$ cat config.mk
export PLATFORM = sky130hd
export DESIGN_NAME = ncs_cell
export DESIGN_NICKNAME = d
export VERILOG_FILES = /design/src/hdl/ncs_pkg.sv /design/src/hdl/ncs_cell.sv
export SDC_FILE = /design/constraint.sdc
export NUM_CORES = 2
export LEC_CHECK = 0
export ABC_AREA = 1
export BUFFER_PORTS_ARGS = -buffer_cell sky130_fd_sc_hd__buf_2
export CORE_MARGIN = 2
export CORE_UTILIZATION = 55
export CTS_CLUSTER_SIZE = 20
export DETAILED_ROUTE_END_ITERATION = 10
export PLACE_DENSITY = 0.78
export SYNTH_ARGS = -nofsm -noshare
export SYNTH_HDL_FRONTEND = slang
export SYNTH_SLANG_ARGS = --single-unit
$ cat constraint.sdc
create_clock -name i_clk -period 17.5 [get_ports i_clk]
set_clock_uncertainty 0.05 [all_clocks]
set_input_delay 0.875 -clock i_clk [delete_from_list [all_inputs] [get_ports i_clk]]
set_output_delay 0.875 -clock i_clk [all_outputs]
set_load 0.01 [all_outputs]
$ cat src/hdl/ncs_pkg.sv
// Shared types and constants for the nearest centroid search block.
`default_nettype none
package ncs_pkg;

    // Distance sum width and the width shown on the result port.
    localparam int SUM_W  = 39;
    localparam int DIST_W = 38;
    localparam int COUNT_W = 7;
    localparam logic [COUNT_W-1:0] COUNT_MAX = 7'd127;

    // Operation codes of an input item.
    localparam logic OP_LOAD  = 1'b0;
    localparam logic OP_QUERY = 1'b1;

    // Register select bit of the configuration address.
    localparam logic REG_ACTIVE_MEANS = 1'b0;
    localparam logic REG_ACTIVE_DIMS  = 1'b1;

    localparam logic [4:0] ACTIVE_MEANS_RST = 5'd16;
    localparam logic [6:0] ACTIVE_DIMS_RST  = 7'd64;

    // Controls broadcast from the sequencer to every distance cell.
    typedef struct packed {
        logic clear;
        logic load;
        logic read;
        logic square;
        logic accumulate;
        logic flush;
    } t_cell_ctl;

endpackage
`default_nettype wire

$ cat src/hdl/ncs_cell.sv
// One distance cell: a centroid row, its running squared distance and a link of the min chain.
`default_nettype none
module ncs_cell
    import ncs_pkg::*;
#(
    parameter int IDX       = 0,
    parameter int SB        = 16,
    parameter int DIMENSION = 64,
    parameter int IW        = 4,
    parameter int AW        = 6
) (
    input  wire logic                  i_clk,
    input  wire logic                  i_rst_n,
    input  wire t_cell_ctl             i_ctl,
    input  wire logic [3:0]            i_mean_index,
    input  wire logic [AW-1:0]         i_addr,
    input  wire logic signed [SB-1:0]  i_wdata,
    input  wire logic signed [SB-1:0]  i_query,
    input  wire logic [4:0]            i_active_means,
    input  wire logic [IW-1:0]         i_best_idx,
    input  wire logic [SUM_W-1:0]      i_best_sum,
    output logic [IW-1:0]              o_best_idx,
    output logic [SUM_W-1:0]           o_best_sum
);

    logic signed [SB-1:0]  r_mem [DIMENSION];
    logic signed [SB-1:0]  r_rdata;
    logic [2*SB+1:0]       r_sq;
    logic [SUM_W-1:0]      r_sum;
    logic [SUM_W-1:0]      n_sum;
    logic [IW-1:0]         r_best_idx;
    logic [SUM_W-1:0]      r_best_sum;
    logic signed [SB:0]    diff;
    logic [SB:0]           mag;
    logic                  sel;
    logic                  act;
    logic                  we;

    assign sel = (32'(i_mean_index) == IDX);
    assign act = (IDX == 0) || (32'(i_active_means) > IDX);
    assign we  = i_ctl.clear || (i_ctl.load && sel);

    always_ff @(posedge i_clk) begin
        if (we) begin
            r_mem[i_addr] <= i_wdata;
        end
        if (i_ctl.read) begin
            r_rdata <= r_mem[i_addr];
        end
    end

    assign diff = $signed({i_query[SB-1], i_query}) - $signed({r_rdata[SB-1], r_rdata});
    assign mag  = diff[SB] ? (SB+1)'(-diff) : (SB+1)'(diff);

    always_ff @(posedge i_clk) begin
        if (i_ctl.square) begin
            r_sq <= (2*SB+2)'(mag) * (2*SB+2)'(mag);
        end
    end

    // Sums wrap modulo the sum width.
    always_comb begin
        n_sum = r_sum;
        if (i_ctl.flush) begin
            n_sum = '0;
        end else if (i_ctl.accumulate) begin
            n_sum = r_sum + SUM_W'(r_sq);
        end
    end

    always_ff @(posedge i_clk) begin
        if (!i_rst_n) begin
            r_sum <= '0;
        end else begin
            r_sum <= n_sum;
        end
    end

    // Strict compare keeps the lower index on a tie.
    always_ff @(posedge i_clk) begin
        if (act && (r_sum < i_best_sum)) begin
            r_best_idx <= IW'(IDX);
            r_best_sum <= r_sum;
        end else begin
            r_best_idx <= i_best_idx;
            r_best_sum <= i_best_sum;
        end
    end

    assign o_best_idx = r_best_idx;
    assign o_best_sum = r_best_sum;

endmodule
`default_nettype wire

# After elaboration in Yosys (flattened, before gate mapping)
# Memory sizes are Yosys's and may differ from the RTL's. A register that Yosys moved wholly into a read port is not among the register bits.
# Index checks and enable logic that the tools add are counted.
[word_totals] reg_bits=116 latchBits=0 mem_bits_rw=1024 rom_bits=0 inputBits=98 out_inout_bits=43 wordCells=19 mem_count=1
[op_classes] addsub=3 multipliers=1 div_mod_pow=0 order_cmp=1 eq_ne=0 shift=0 n_mux=4 bitwise=1 reduce_logical=4
[mem_list] name="r_mem" depth=64 word_bits=16 rd=1 rd_ports_with_merged_regs=1 write_ports=1 line_no="ncs_cell.sv:26" rtl="logic signed [SB-1:0] r_mem [DIMENSION];"
[op_table] operator="39-bit by 34-bit adder with 39-bit output" count=1
[op_table] operator="39-bit less-than comparator" count=1
[op_table] operator="39-bit two-way mux" count=1
[op_table] operator="17-bit by 17-bit multiplier with 34-bit output" count=1
[op_table] operator="17-bit two-way mux" count=1
[op_table] operator="17-bit negation" count=1
[op_table] operator="16-bit by 16-bit subtractor with 17-bit output" count=1
[op_table] operator="4-bit zero test" count=1
[op_table] operator="1-bit two-way mux" count=2
[op_table] operator="2-bit OR reduction" count=1
[op_table] operator="1-bit logical AND" count=1
[op_table] operator="1-bit logical OR" count=1
[op_table] operator="1-bit NOT" count=1

# Depth between registers and ports, before layout
[logic_depth] word_depth=5 ltp_mapped=43 depth_no_buf=43

# Worst setup path before layout
# Ideal clock, no wire load.
[synth_timing] path_type="input-to-reg" from="input i_query[0]" to="register r_sq[30] (data pin)" setup_time_ns=0.262 arrival_time_ns=7.616 t_required_ns=17.188 path_slack_ns=9.571 path_stages=36 path_buffers=1 cell_sequence="inv_1 ha_1 fa_1 ha_1 a21boi_1 nand3_1 nor2_1 nand3_2 nor2_4 nand3_2 nand2_1 nand2_1 nand2_1 nand2_2 inv_2 buf_8 nor2_1 fa_1 inv_1 fa_1 inv_1 fa_1 fa_1 fa_1 inv_1 fa_1 inv_1 ha_1 nand2_1 nor4_1 nand3_1 nand3_1 nand2_1 o211ai_1 a21oi_1 xor2_1"
[synth_via] elab_chain_cells=4
[synth_rtl] item="start: declaration" line_no="ncs_cell.sv:18" rtl="input wire logic signed [SB-1:0] i_query,"
[synth_rtl] item="16-bit by 16-bit subtractor with 17-bit output *" line_no="ncs_cell.sv:52" rtl="assign diff = $signed({i_query[SB-1], i_query}) - $signed({r_rdata[SB-1], r_rdata});"
[synth_rtl] item="17-bit negation" line_no="ncs_cell.sv:53" rtl="assign mag = diff[SB] ? (SB+1)'(-diff) : (SB+1)'(diff);"
[synth_rtl] item="17-bit two-way mux *" line_no="ncs_cell.sv:53"
[synth_rtl] item="17-bit by 17-bit multiplier with 34-bit output *" line_no="ncs_cell.sv:57" rtl="r_sq <= (2*SB+2)'(mag) * (2*SB+2)'(mag);"
[synth_rtl] item="end signal: assignment" line_no="ncs_cell.sv:57"
[synth_rtl] item="end: declaration" line_no="ncs_cell.sv:28" rtl="logic [2*SB+1:0] r_sq;"
# Every way passes the cells marked *; elsewhere a longest branch is shown, timed or not.
# A chain may end at the register's enable or synchronous reset.

# Final worst setup path
[layout_timing] from="register r_rdata[0] (read register of r_mem)" to="register r_sq[33] (data pin)"
[layout_via] elab_chain_cells=4
[layout_rtl] item="start: declaration" line_no="ncs_cell.sv:27" rtl="logic signed [SB-1:0] r_rdata;"
[layout_rtl] item="16-bit by 16-bit subtractor with 17-bit output *" line_no="ncs_cell.sv:52"
[layout_rtl] item="17-bit negation" line_no="ncs_cell.sv:53"
[layout_rtl] item="17-bit two-way mux *" line_no="ncs_cell.sv:53"
[layout_rtl] item="17-bit by 17-bit multiplier with 34-bit output *" line_no="ncs_cell.sv:57"
# Marks and branches as above.

==> impl_metrics.py <==
metrics = {
    "detailed_routing": {
        "via_per_inst": 5.94,
        "routed_wl_um": 144000,
        "antenna_left": 0,
        "wl_per_cell_um": 23.1,
        "drc": 0,
        "drt_iter0_markers": 4474,
        "dr.pass1.iters": 6,
        "vias": 37100,
    },
    "cts": {
        "ctsHoldBuffers": 0,
        "htree_levels": 3,
        "cts_root_buf": "clkbuf_16",
        "clock_latency_ps": 690,
        "post-cts-setup-buffer-count": 0,
        "cts-resized-gates": 0,
        "cts_tree": "done",
        "cts_buffer_depth": 3,
        "clk_pin_slew_ps": 60,
        "clkSinkCount": 1155,
        "cts_made_buffers": 105,
    },
    "synth": {
        "synth.area.mux_share": 0,
        "synth_cell_types": 57,
        "synth_top_family_by_area": "simple AND/OR/NAND/NOR gates",
        "synth-adder-area-share": 0.114,
        "synth-xor-area-share": 0.0104,
        "synth_area_per_cell_um2": 11.7,
        "synth-compound-area-share": 0.0813,
        "synth_seq_cells": 1155,
        "synthFlopType": "edfxtp_1",
        "postSynthCellCount": 4694,
        "syn_area_um2": 55100,
        "yosysSeqAreaShare": 0.615,
        "ys.warnings.count": 0,
        "async_flop_share": 0,
        "synth_edf_count": 1073,
        "synthSimpleGateAreaFrac": 0.122,
    },
    "timing": {
        "post-route-period-util": 0.500,
        "setup_tns_ps": 0,
        "fin_crit_ps": 8760,
        "setup_ws_ps": 8740,
        "rsz0062_at_grt": "no",
        "clock.fmax_mhz": 114,
        "worstMarginPinSlew_ps": 1310,
        "drv_slew": 0,
        "hold_violations": 0,
        "finalSetupViolCount": 0,
        "relSlewSlack": 0.125,
    },
    "final_layout": {
        "regArea_um2": 33900,
        "final_common_cell": "edfxtp_1",
        "fill_cells": 7409,
        "layout_common_cells": "edfxtp_1, nand2_1, inv_1, nor2_1, ha_1",
        "area.growth.synth_to_final_pct": 10.6,
        "final_util": 0.611,
        "nets": 5335,
        "drive_above_1_share": 0.0865,
        "multi_input_area_um2": 18200,
    },
    "worst_hold_path": {
        "hold_class": "input pin to flop",
        "min_from": "i_best_idx[3]",
    },
    "floorplanning": {
        "dieArea_um2": 103000,
        "core_um2": 99700,
        "die_w_um": 321,
        "rows": 116,
        "die_height_um": 321,
        "initial_utilization": 0.553,
        "pin_count": 141,
    },
    "grt": {
        "grt_max_degree": 118,
        "grt_pass1_vias": 36900,
        "antenna_found_initial": 7,
        "grt_overflow": 0,
        "grt_pass1_wl_um": 216000,
        "grt_usage": 0.279,
    },
    "critical_path": {
        "startpoint": "r_rdata[0]$_DFFE_PP_",
        "cp.required_ps": 17870,
        "slowest_stage": "ha_1",
        "startpoint_type": "flop",
        "critical_path.max_fanout": 17,
        "timing.rr.start": "r_rdata[0]$_DFFE_PP_",
        "arrival_ps": 9130,
        "critPathCaptureType": "flop",
        "path_class": "flop to flop",
        "max_stage_delay_ps": 830,
    },
    "place": {
        "port_buffers": 135,
        "dp_hpwl_um": 89000,
        "routabilityCongestion": 0.952,
        "pre_cts_ws_ps": 8320,
    },
    "status": {
        "status": "completed",
    },
    "run": {
        "max_cap_viol_count": 0,
    },
}
flip-flops by register name (all words and copies together) (netlist names):
name	flops
o_best_idx	4
o_best_sum	39
r_mem	1024
r_rdata	16
r_sq	33
r_sum	39
stage by stage:
stage | cell area [um^2] | hold slack (ps) | std cells
floorplan | 55100 | 416 | 4704
global placement | 57400 | 460 | 6040
detailed placement | 57400 | 464 | 6040
CTS | 60900 | 332 | 6237
global route | 61000 | 347 | 6241
finish | 61000 | 360 | 6241
cell usage after synthesis (26+ instances only):
library cell	count	area [um^2]
edfxtp_1	1073	32200
ha_1	196	2450
a221oi_1	105	920
nand3_1	106	531
xor2_1	45	394
a22oi_1	152	1140
dfxtp_1	82	1640
nand2_1	1028	3860
o21ai_0	142	711
a21oi_1	172	861
nor3_1	26	130
nor2_1	220	826
a22o_1	32	280
inv_1	641	2410
fa_1	192	3840
nand4_1	143	895
clkbuf_1	109	409
cells by family after synthesis:
kind of cell	after synthesis
AO/OA/AOI/OAI	676
XOR/XNOR	63
adder cells (fa/ha/maj)	388
buffers and inverters	817
flip-flops	1155
other	2
AND/OR/NAND/NOR	1593
critical path, delay by kind of cell, from the launching register on:
family | cells | cell delay, ps
AO/OA/AOI/OAI | 5 | 1320
adder cells (fa/ha/maj) | 9 | 4450
buffers and inverters | 6 | 650
flip-flops | 1 | 430
AND/OR/NAND/NOR | 11 | 1580
layer usage:
metal  part of all wire  global-route usage  vias up
li1                   -                   -    16600
met5            0.00024                   0        -
met4              0.049               0.132        6
met1               0.36               0.360    17900
met3               0.10              0.0468      387
met2               0.48               0.464     2193
final cells by class:
type / count / share of cell area
antenna: 4 / 0.000164
clock buffer: 130 / 0.0457
clock inverter: 67 / 0.0130
inverter: 659 / 0.0409
multi-input combinational: 2732 / 0.299
sequential: 1155 / 0.556
tap: 1298 / 0.0266
timing repair buffer: 196 / 0.0190
path summary, 6_finish.rpt:
kind	endpoint	slack (ps)	depth (start not counted)
min reg2reg	r_sum[0]$_SDFFE_PP0P_	480	2
max reg2reg	r_sq[33]$_DFFE_PP_	8740	31
max	r_sq[33]$_DFFE_PP_	8740	31
min	o_best_idx[3]$_SDFF_PP0_	360	3
Power is not shown: default switching activity piles up to over one toggle a cycle in this logic, so the estimate is an artifact.
